===== src/rtl/cfla_pkg.sv =====
// cfla_pkg: shared types, codes and constants of the chunked free-list allocator
// used by every module under rtl/, no dependencies of its own
package cfla_pkg;

	// default sizing, used as the defaults of the top level's parameters
	localparam int NUM_CHUNKS_DEF       = 8;
	localparam int BLOCKS_PER_CHUNK_DEF = 255;
	localparam int LINKS_PER_CHUNK      = 256;

	// fixed field widths of the request and response beats
	localparam int BLK_W    = 8;
	localparam int CHUNK_W  = 3;
	localparam int STATUS_W = 2;
	localparam int OFF_W    = 19;
	localparam int CNT_W    = 8;

	// configuration port
	localparam int APB_ADDR_W = 3;
	localparam int APB_DATA_W = 32;
	localparam int REG_IDX_W  = APB_ADDR_W - 2;
	localparam logic [REG_IDX_W-1:0] REG_BLOCK_SIZE = '0;
	localparam logic [BLK_W-1:0]     BLOCK_SIZE_RST = 8'd16;

	typedef enum logic [0:0] {
		OP_ALLOC = 1'b0,
		OP_FREE  = 1'b1
	} opcode_t;

	typedef enum logic [STATUS_W-1:0] {
		ST_OK       = 2'd0,
		ST_NO_SPACE = 2'd1,
		ST_BAD_FREE = 2'd2
	} status_t;

	// controller to datapath
	typedef struct packed {
		logic init_wr;
		logic accept;
		logic finish;
	} cfla_cmd_t;

	// datapath to controller
	typedef struct packed {
		logic init_last;
	} cfla_sts_t;

endpackage


===== src/rtl/cfla_ctrl.sv =====
// cfla_ctrl: sequencer of the allocator (link store init walk, accept, finish)
// depends on cfla_pkg for the command and status structs
module cfla_ctrl
	import cfla_pkg::*;
(
	input  logic      clk,
	input  logic      arst_n,
	input  logic      in_valid,
	output logic      in_ready,
	input  logic      out_ready,
	output logic      out_valid,
	output cfla_cmd_t cmd,
	input  cfla_sts_t sts
);

	typedef enum logic [1:0] {
		S_INIT,
		S_IDLE,
		S_FINISH
	} state_t;

	state_t state_q;
	logic   out_valid_q;

	// handshake and commands
	assign in_ready    = (state_q == S_IDLE);
	assign out_valid   = out_valid_q;
	assign cmd.init_wr = (state_q == S_INIT);
	assign cmd.accept  = in_valid && (state_q == S_IDLE);
	assign cmd.finish  = (state_q == S_FINISH) && (!out_valid_q || out_ready);

	// state and output beat flag
	always_ff @(posedge clk or negedge arst_n) begin
		if (!arst_n) begin
			state_q     <= S_INIT;
			out_valid_q <= 1'b0;
		end else begin
			unique case (state_q)
				S_INIT: begin
					if (sts.init_last) state_q <= S_IDLE;
				end
				S_IDLE: begin
					if (cmd.accept) state_q <= S_FINISH;
				end
				S_FINISH: begin
					if (cmd.finish) state_q <= S_IDLE;
				end
				default: state_q <= S_INIT;
			endcase

			if (cmd.finish) begin
				out_valid_q <= 1'b1;
			end else if (out_ready) begin
				out_valid_q <= 1'b0;
			end
		end
	end

endmodule


===== config.mk =====
export PLATFORM = sky130hd
export DESIGN_NAME = cfla_ctrl
export DESIGN_NICKNAME = d
export VERILOG_FILES = /design/src/rtl/cfla_pkg.sv /design/src/rtl/cfla_ctrl.sv
export SDC_FILE = /design/constraint.sdc
export NUM_CORES = 1
export LEC_CHECK = 0
export ABC_AREA = 1
export BUFFER_PORTS_ARGS = -buffer_cell sky130_fd_sc_hd__buf_2
export CAP_MARGIN = 20
export CORE_AREA = 2 2 39 41
export CTS_CLUSTER_DIAMETER = 150
export DETAILED_ROUTE_END_ITERATION = 8
export DIE_AREA = 0 0 41 43
export SYNTH_ARGS = -nofsm -noshare
export SYNTH_HDL_FRONTEND = slang
export SYNTH_SLANG_ARGS = --single-unit

===== constraint.sdc =====
create_clock -name clk -period 1.7 [get_ports clk]
set_clock_uncertainty 0.2 [all_clocks]
set_input_delay 0.17 -clock clk [delete_from_list [all_inputs] [get_ports clk]]
set_output_delay 0.17 -clock clk [all_outputs]
set_load 0.03 [all_outputs]

=== After elaboration in Yosys (flattened, before gate mapping) ===
Index checks and enable logic that the tools add are counted.
W data, S select, Z words.

* ROM bits: 0
* Input port bits: 5
* Word-level logic and storage cells: 20
* Bits in latches: 0
* Memory bits (writable): 0
* Output and inout bits: 5
* Register bits: 3
* Memories kept: 0

* Div/mod/pow operators: 0
* $lt $le $gt $ge: 0
* Multiply operators: 0
* Bitwise gates (word level): 0
* Reductions and logical operators: 7
* Multiplexer cells: 6
* Shift operators: 0
* Eq/ne operators: 5
* Add/sub/neg operators: 0

{| class="wikitable"
|+ Operator list
! operator !! number
|-
| $mux W2 || 3
|-
| $pmux W2 S3 || 1
|-
| $ne A2 B1 Y1 const B || 2
|-
| $reduce_and A3 Y1 || 1
|-
| $eq A2 B1 Y1 const B || 1
|-
| $eq A2 B2 Y1 const B || 1
|-
| $logic_and A1 B1 Y1 || 2
|-
| $logic_not A2 Y1 || 1
|-
| $mux W1 || 2
|-
| $ne A2 B2 Y1 const B || 1
|-
| $reduce_bool A2 Y1 || 1
|-
| $logic_not A1 Y1 || 1
|-
| $logic_or A1 B1 Y1 || 1
|}

=== Longest topological paths before layout ===
Gate-level depths: netlist of the first run.

* Depth in word-level cells: 5
* Depth in mapped cells: 5
* Depth with buffers taken out: 5

=== Worst setup path before layout of the first run ===
Ideal clock, no wire load.

* Kind: register -> output
* Start point: register out_valid_q, in the netlist out_valid
* End point: output cmd[0] (netlist bit)
* Buffers on the path: 0
* Arrival time: 1038 ps
* Cell stages (with the launch flop): 4
* Slack: 292 ps
* Cell sequence: dfrtp_1 inv_1 nor2_1 nor2_1

{| class="wikitable"
|+ RTL lines
! what !! line !! text
|-
| start, declared || cfla_ctrl.sv:23 || <nowiki>logic out_valid_q;</nowiki>
|-
| start signal, assigned || cfla_ctrl.sv:36 || <nowiki>out_valid_q <= 1'b0;</nowiki>
|-
| start signal, assigned || cfla_ctrl.sv:52 || <nowiki>out_valid_q <= 1'b1;</nowiki>
|-
| start signal, assigned || cfla_ctrl.sv:54 || <nowiki>out_valid_q <= 1'b0;</nowiki>
|-
| end, declared || cfla_ctrl.sv:12 || <nowiki>output cfla_cmd_t cmd,</nowiki>
|}

==> impl_metrics.tcl, run 1 <==
set metrics [dict create \
    ir_drop_uv 291 \
    drt_iter0_drc 2 \
    die_w_microns 41 \
    syn-num-nets 27 \
    ys_warn_count 0 \
    synth_seq_area_share_pct 49.2 \
    synth_compound_area_share_pct 11.5 \
    relSlewSlack_pct 89.7 \
    slew_violations 0 \
    setup_viol 0 \
    diodes 0 \
    tightest_slew_ps 153 \
    grt_antenna_before_repair 0 \
    wl_per_cell_microns 6.21 \
    yosys.area_share.simple_pct 24.6 \
    powerDensity_nw_per_um2 1900 \
    pwr-share-clk_pct 24.6 \
    power.leakage_nw 0.155 \
    dr.pass1.iters 3 \
    clk_latency_ps 230 \
    reg2regPathDepth 4 \
    synth_area_sq_um 153 \
    cts_buffers 3 \
    ys_ff_latch 3 \
    final_common_cell "buf_2" \
    cp_max_fo 2 \
    layout.nets 43 \
    fin_crit_ps 1540 \
    hold_viol 0 \
    rsz0062_at_grt "no" \
    synth_xor_area_share_pct 0 \
    vias 183 \
    synth_top_family_by_area "simple AND/OR/NAND/NOR gates" \
    wirelength_microns 329 \
    grt_first_pass_wirelength_microns 476 \
    fin_total_pwr_w 0.000502 \
    min_path_type "in2reg" \
    max_freq_mhz 648 \
    p_sw_share_pct 47.4 \
    path_cells "dlygate4sd3_1 -> buf_2 -> nor2_1 -> nor2_1 -> buf_2" \
    p_switching_w 0.000238 \
    met1_usage_pct 2.91 \
    final_cell_mix "buf_2, nor2_1, inv_1" \
    die_area_sq_um 1760 \
    worstPathArrival_ps 1170 \
    drc 0 \
    cts-root-buf "clkbuf_4" \
    cts_tree "built" \
    drv_cap 0 \
    core_area_sq_um 1380 \
    grt.total_usage_pct 5.53 \
    critical_path.slowest_cell "dlygate4sd3_1" \
    grt_use_met2_pct 5.94 \
    min_period_over_period_pct 90.8 \
    io_pins 10 \
    p_int_w 0.000264 \
    grt_pass1_vias 143 \
    grt_max_degree 5 \
    critical_path_class "in2out" \
    synthAdderAreaFrac_pct 0 \
    worstSetupStartpointType "primary input" \
    h-tree-depth 1 \
    worst_setup_path_end_kind "output port" \
    viasPerCell 3.45 \
    avgSynthCellArea_sq_um 6.94 \
    ant_nets 0 \
    overflow 0 \
    hold_ws_ps 26.0 \
    cts_buffer_depth 2 \
    tns_ps 0 \
    ys_types 6 \
    start_util_pct 11.0 \
    fp.dieH_microns 43 \
    drive_gt1_share_pct 32.4 \
    clock-sinks 3 \
    outcome "finished, final reports clean" \
    path_clk_slew_ps 40 \
    synth_mux_area_share_pct 0 \
    combinationalPowerShare_pct 50.9 \
    worstHoldPathCells 3 \
    grt_use_met3_pct 3.14 \
    area_growth_pct 73.0 \
    floorplan.rows 14 \
    gp_congestion 0.652 \
    grt.busiest_layer "met4" \
    cpPeakStageDelay_ps 530 \
    port_buffers 9 \
    pwr-share-seq_pct 24.5 \
    worstPathRequired_ps 1330 \
    synthCells 22 \
]
-- cell usage after synthesis (all sizes together) --
cell type	n	share of area, %
o21ai	2	6.6
nand2	4	9.8
o21bai	1	4.9
inv	6	15
nor2	6	15
dfrtp	3	49
-- sequential cells by signal (all words and copies together), names as in the netlist --
register   count
out_valid      1
state_q        2
-- path summary, 6_finish.rpt --
| check | from | to | slack, ps |
|---|---|---|---|
| worst max register to register | state_q[0] | state_q[0] | 640 |
| worst min register to register | state_q[0] | state_q[0] | 310 |
| max in group asynchronous | arst_n | state_q[1] | 1140 |
| min in group asynchronous | arst_n | out_valid | 60 |
| worst max-delay path | out_ready | cmd[0] | 160 |
| worst min-delay path | in_valid | state_q[1] | 30 |
-- through the flow --
stage	area, sq um	utilization (%)	std cells	worst slack [ps]
after floorplan	153	-	22	292
after global placement	218	15.7	47	491
after detailed placement	218	15.7	47	475
after CTS	264	19.1	53	156
after global routing	264	19.1	53	85.8
final	264	19.1	53	157
-- power by group through the flow --
stage | Sequential (W) | Clock (W) | Combinational, W
floorplan | 0.000145 | 0 | 0.000165
global placement | 0.000122 | 0 | 0.000255
detailed placement | 0.000123 | 0 | 0.000255
CTS | 0.000123 | 0.000131 | 0.000259
global route | 0.000129 | 0.000138 | 0.000279
finish | 0.000123 | 0.000123 | 0.000255
-- cell families after synthesis --
kind of cell,after synthesis
buffers and inverters,6
flip-flops,3
AND/OR/NAND/NOR,10
AO/OA/AOI/OAI,3
-- final cells by class --
type,instances,area (sq um)
multi-input cells,13,55.1
fillers,162,1120
inverters,6,22.5
flip-flops and latches,3,75.1
clock buffers,4,26.3
well taps,16,20.0
repair buffers,11,65.1
-- worst max-delay path: cells and delay by family --
kind / cells / cell delay (ps)
simple gates: 2 / 190
buf+inv: 3 / 820
-- routing by layer --
layer,wire length [microns],up-vias
met5,0,-
met4,43,0
met3,21,4
met2,142,8
met1,122,79
li1,-,92
-- what timing repair did --
action | 4_1_cts | 5_1_grt
endpoints found under the setup margin | 0 | 0
hold endpoints to repair | 4 | 0
buffers inserted | 0 | 0
resized for setup | 0 | 0
hold buffers | 2 | 0
No activity file was read; power rests on OpenSTA's default activity.
==> run 2: changes to the inputs <==
==> constraint.sdc (replaced) <==
create_clock -name clk -period 1.5 [get_ports clk]
set_clock_uncertainty 0.2 [all_clocks]
set_input_delay 0.15 -clock clk [delete_from_list [all_inputs] [get_ports clk]]
set_output_delay 0.15 -clock clk [all_outputs]
set_load 0.03 [all_outputs]
==> run 2 against run 1 <==
Critical path depth down 1. Count of clock-buffer cells in the layout unchanged. Register-to-register slack worse by 200 ps. Clock power up 12%. Via count down 3.3%. Flip-flop and latch count unchanged. Setup slack worse by 75 ps. Cell area up 5.7%. Sequential power up 17%. Global-route usage down 0.31 points. Non-clock buffer count unchanged.
==> impl_metrics.tcl, run 2 (synthesis gave the netlist of run 1 again) <==
set metrics [dict create \
    outcome "finished, final reports clean" \
    critical_path.slowest_cell "dfrtp_1" \
    top_register "state_q" \
    cts_buffer_depth 2 \
    grt_max_degree 5 \
    vias 177 \
    worstSetupStartpointType "flop" \
    floorplan.rows 14 \
    combinationalPowerShare_pct 52.1 \
    diodes 0 \
    cts_tree "built" \
    ant_nets 0 \
    slew_violations 0 \
    path_clk_slew_ps 40 \
    wirelength_microns 318 \
    die_w_microns 41 \
    cpPeakStageDelay_ps 410 \
    rsz0062_at_grt "no" \
    worstPathArrival_ps 1070 \
    start_util_pct 11.0 \
    cts-root-buf "clkbuf_4" \
    drt_iter0_drc 2 \
    cp_num_buf_inv 2 \
    worst_setup_path_end_kind "output port" \
    drv_cap 0 \
    viasPerCell 3.34 \
    ir_drop_uv 278 \
    tns_ps 0 \
    fill_cells 159 \
    postCtsSetupBuffers 0 \
    layout.nets 43 \
    critPathLaunch "state_q[0]" \
    final_area_sq_um 279 \
    hold_viol 0 \
    min_path_type "in2async" \
    dp_hpwl_microns 248 \
    dr.pass1.iters 3 \
    max_freq_mhz 705 \
    p_sw_share_pct 46.8 \
    reg2reg_from "state_q[0]" \
    cts_buffers 3 \
    grt_antenna_before_repair 0 \
    grt_pass1_vias 155 \
    dpl-instance-area_sq_um 218 \
    grt_first_pass_wirelength_microns 510 \
    cp_max_fo 4 \
    path_cells "nor2_2 -> inv_1 -> nor2_1 -> buf_4" \
    pwr-share-seq_pct 24.5 \
    relSlewSlack_pct 89.6 \
    clock-sinks 3 \
    drc 0 \
    gp_congestion 0.623 \
    clk_latency_ps 230 \
    area_growth_pct 82.8 \
    setup_viol 0 \
    die_area_sq_um 1760 \
    fin_crit_ps 1420 \
    grt.total_usage_pct 5.22 \
    wl_per_cell_microns 6.00 \
    io_pins 10 \
    crit_family "flip-flops" \
    pwr-share-clk_pct 23.5 \
    tightest_slew_ps 156 \
    p_int_w 0.000313 \
    final_cell_mix "inv_1, buf_2, nor2_1" \
    drive_gt1_share_pct 35.1 \
    core_area_sq_um 1380 \
    worstPathRequired_ps 1150 \
    port_buffers 9 \
    fin_total_pwr_w 0.000589 \
    largest_register_ffs 2 \
    powerDensity_nw_per_um2 2110 \
    h-tree-depth 1 \
    fp.dieH_microns 43 \
    final_util_pct 20.2 \
    min_period_over_period_pct 94.6 \
    critical_path_class "reg2out" \
    overflow 0 \
    p_switching_w 0.000276 \
    power.leakage_nw 0.156 \
]
## run 2: layout make-up
| class | instances | area (sq um) | share of cell area [%] |
|---|---|---|---|
| multi-input combinational | 13 | 60.1 | 21.5 |
| clock buffer | 4 | 26.3 | 9.42 |
| timing repair buffer | 11 | 75.1 | 26.9 |
| tap | 16 | 20.0 | 7.17 |
| inverter | 6 | 22.5 | 8.07 |
| sequential | 3 | 75.1 | 26.9 |
## run 2: final timing paths
check                                   to  slack, ps  cells after the start
worst max-delay path                cmd[0]         80                      4
worst min-delay path             out_valid         40                      2
worst max register to register  state_q[0]        440                      4
worst min register to register  state_q[0]        340                      1
max in group asynchronous       state_q[1]        950                      2
min in group clk                state_q[1]         40                      4
## run 2: stage by stage
step	std cells	setup WS (ps)	hold WS [ps]
after global routing	53	7.03	55.9
after global placement	47	295	-252
after detailed placement	47	291	-252
after floorplan	22	112	-346
final	53	81.6	40.8
after CTS	54	40.0	29.5
## run 2: power by group through the flow
stage	sequential [W]	clock (W)	combinational, W
2_1_floorplan	0.000164	0	0.000187
3_3_place_gp	0.000140	0	0.000286
3_5_place_dp	0.000141	0	0.000288
4_1_cts	0.000140	0.000147	0.000294
5_1_grt	0.000150	0.000156	0.000336
6_report	0.000144	0.000138	0.000307
## run 2: timing repair
| action | 4_1_cts | 5_1_grt |
|---|---|---|
| gates resized for setup | 0 | 6 |
| hold endpoints to repair | 5 | 0 |
| setup endpoints to repair | 0 | 2 |
| hold buffers | 3 | 0 |
## run 2: metal layers
| metal | GRT usage [%] | wire, microns | up-vias |
|---|---|---|---|
| li1 | - | - | 93 |
| met2 | 5.94 | 167 | 4 |
| met1 | 3.86 | 133 | 80 |
| met4 | 8.00 | 0 | 0 |
| met3 | 4.71 | 17 | 0 |
| met5 | 0 | 0 | - |
==> run 3: changes to the inputs <==
--- a/config.mk
+++ b/config.mk
@@ -8,10 +8,11 @@
 export ABC_AREA = 1
 export BUFFER_PORTS_ARGS = -buffer_cell sky130_fd_sc_hd__buf_2
 export CAP_MARGIN = 20
-export CORE_AREA = 2 2 39 41
+export CORE_AREA = 4 4 41 43
 export CTS_CLUSTER_DIAMETER = 150
 export DETAILED_ROUTE_END_ITERATION = 8
-export DIE_AREA = 0 0 41 43
+export DIE_AREA = 0 0 45 47
+export SETUP_SLACK_MARGIN = 0.5
 export SYNTH_ARGS = -nofsm -noshare
 export SYNTH_HDL_FRONTEND = slang
 export SYNTH_SLANG_ARGS = --single-unit
==> run 3 against run 2 <==
The flow now finishes with violations (negative hold slack). Count of clock-buffer cells in the layout unchanged. First-iteration DRC count decreased by 100%. Combinational power increased by 69%. Critical path depth unchanged. Critical endpoint unchanged. Largest cell class is now buffers.
==> impl_metrics.tcl, run 3 (synthesis gave the netlist of run 1 again) <==
set metrics [dict create \
    clock-sinks 3 \
    power.leakage_nw 0.177 \
    setup_viol 0 \
    floorplan.rows 13 \
    met1_usage_pct 5.05 \
    path_cells "nor2_4 -> inv_2 -> nor2_4 -> buf_6" \
    io_pins 10 \
    hold_ws_ps -33.3 \
    area_growth_pct 135 \
    grt_use_met2_pct 7.91 \
    reg2reg_slack_ps 350 \
    pre_cts_ws_ps 223 \
    grt.total_usage_pct 5.47 \
    fp.dieH_microns 47 \
    drv_cap 0 \
    worstPathRequired_ps 1150 \
    ir_drop_uv 503 \
    cts_buffers 3 \
    drt_iter0_drc 0 \
    start_util_pct 11.7 \
    cp_num_buf_inv 2 \
    rsz0062_at_grt "yes" \
    grt_use_met3_pct 3.83 \
    grt_first_pass_wirelength_microns 759 \
    cp_max_fo 3 \
    final_cell_mix "nor2_4, buf_6, inv_2, buf_2, buf_4" \
    path_clk_slew_ps 40 \
    reg2reg_from "state_q[1]" \
    cpPeakStageDelay_ps 430 \
    relSlewSlack_pct 90.0 \
    worstHoldPathCells 2 \
    port_buffers 9 \
    die_w_microns 45 \
    grt_max_degree 5 \
    cts_buffer_depth 2 \
    dp_hpwl_microns 320 \
    worstSetupStartpointType "flop" \
    overflow 0 \
    top_register "state_q" \
    critical_path_class "reg2out" \
    viasPerCell 3.51 \
    ant_nets 0 \
    grt_antenna_before_repair 0 \
    slew_violations 0 \
    die_area_sq_um 2120 \
    cts_tree "built" \
    gp_congestion 0.566 \
    cts-root-buf "clkbuf_4" \
    cts-hold-fix-buffers 1 \
    setup_slack_ps 128 \
    outcome "finished with violations" \
    critical_path.slowest_cell "dfrtp_2" \
    worst_setup_path_end_kind "output port" \
    rr_endpoint "state_q[0]" \
    layout.nets 46 \
    wirelength_microns 435 \
    drc 0 \
    dr.pass1.iters 1 \
    max_freq_mhz 729 \
    grt.busiest_layer "met2" \
    min_path_type "in2reg" \
    reg2regPathDepth 6 \
    violations "negative hold slack" \
    core_area_sq_um 1300 \
    largest_register_ffs 2 \
    clk_latency_ps 230 \
    worstPathArrival_ps 1020 \
    min_to "out_valid" \
    cp_common_cell "nor2_4" \
    powerDensity_nw_per_um2 2270 \
    crit_family "flip-flops" \
    drive_gt1_share_pct 72.5 \
    h-tree-depth 1 \
    wl_per_cell_microns 7.91 \
    tightest_slew_ps 148 \
    tns_ps 0 \
    vias 193 \
    hold_viol 1 \
    hp-start "out_ready" \
    diodes 0 \
    fin_crit_ps 1370 \
    min_period_over_period_pct 91.5 \
    grt_pass1_vias 204 \
]
run 3: changes by cell type in the layout (fill, tap and decap cells not counted), sizes merged:
cell         delta
dlygate4sd3     -2
buf             +5
run 3: final cells by class:
type | count | area (sq um)
clock buffers | 4 | 26.3
fillers | 148 | 942
inverters | 6 | 22.5
multi-input cells | 13 | 97.6
flip-flops and latches | 3 | 77.6
well taps | 15 | 18.8
repair buffers | 14 | 116
run 3: how the worst max path moves through the flow:
stage / from / end / slack [ps] / depth (start not counted)
after floorplan: state_q[0] / cmd[0] / 350 / 3
after global placement: state_q[0] / cmd[0] / 240 / 4
after detailed placement: state_q[0] / cmd[0] / 220 / 4
after CTS: state_q[0] / cmd[0] / 130 / 4
after global routing: state_q[0] / cmd[0] / 50 / 4
final: state_q[0] / cmd[0] / 130 / 4
run 3: power by group:
part / internal (W) / switching (W)
Sequential: 0.000122 / 0.0000365
Combinational: 0.000233 / 0.000285
Clock: 0.0000995 / 0.0000396
Total: 0.000455 / 0.000361
run 3: through the flow:
stage / util [%] / total power (W) / hold WS (ps) / cell area, sq um / instances
floorplan: - / 0.000416 / -346 / 184 / 22
global placement: 19.0 / 0.000497 / -253 / 248 / 46
detailed placement: 19.0 / 0.000501 / -254 / 248 / 46
CTS: 26.0 / 0.000787 / -33.5 / 338 / 53
global route: 27.6 / 0.000881 / -15.8 / 359 / 55
finish: 27.6 / 0.000816 / -33.3 / 359 / 55
run 3: repair_timing:
action / in CTS / in global routing
hold endpoints to repair: 4 / 1
resized for setup: 15 / 2
endpoints found under the setup margin: 8 / 8
pin swaps: 1 / 2
setup buffers: 2 / 2
run 3: layer usage:
layer,up-vias,wire (microns)
li1,99,-
met5,-,0
met3,0,35
met4,0,0
met2,4,257
met1,90,142
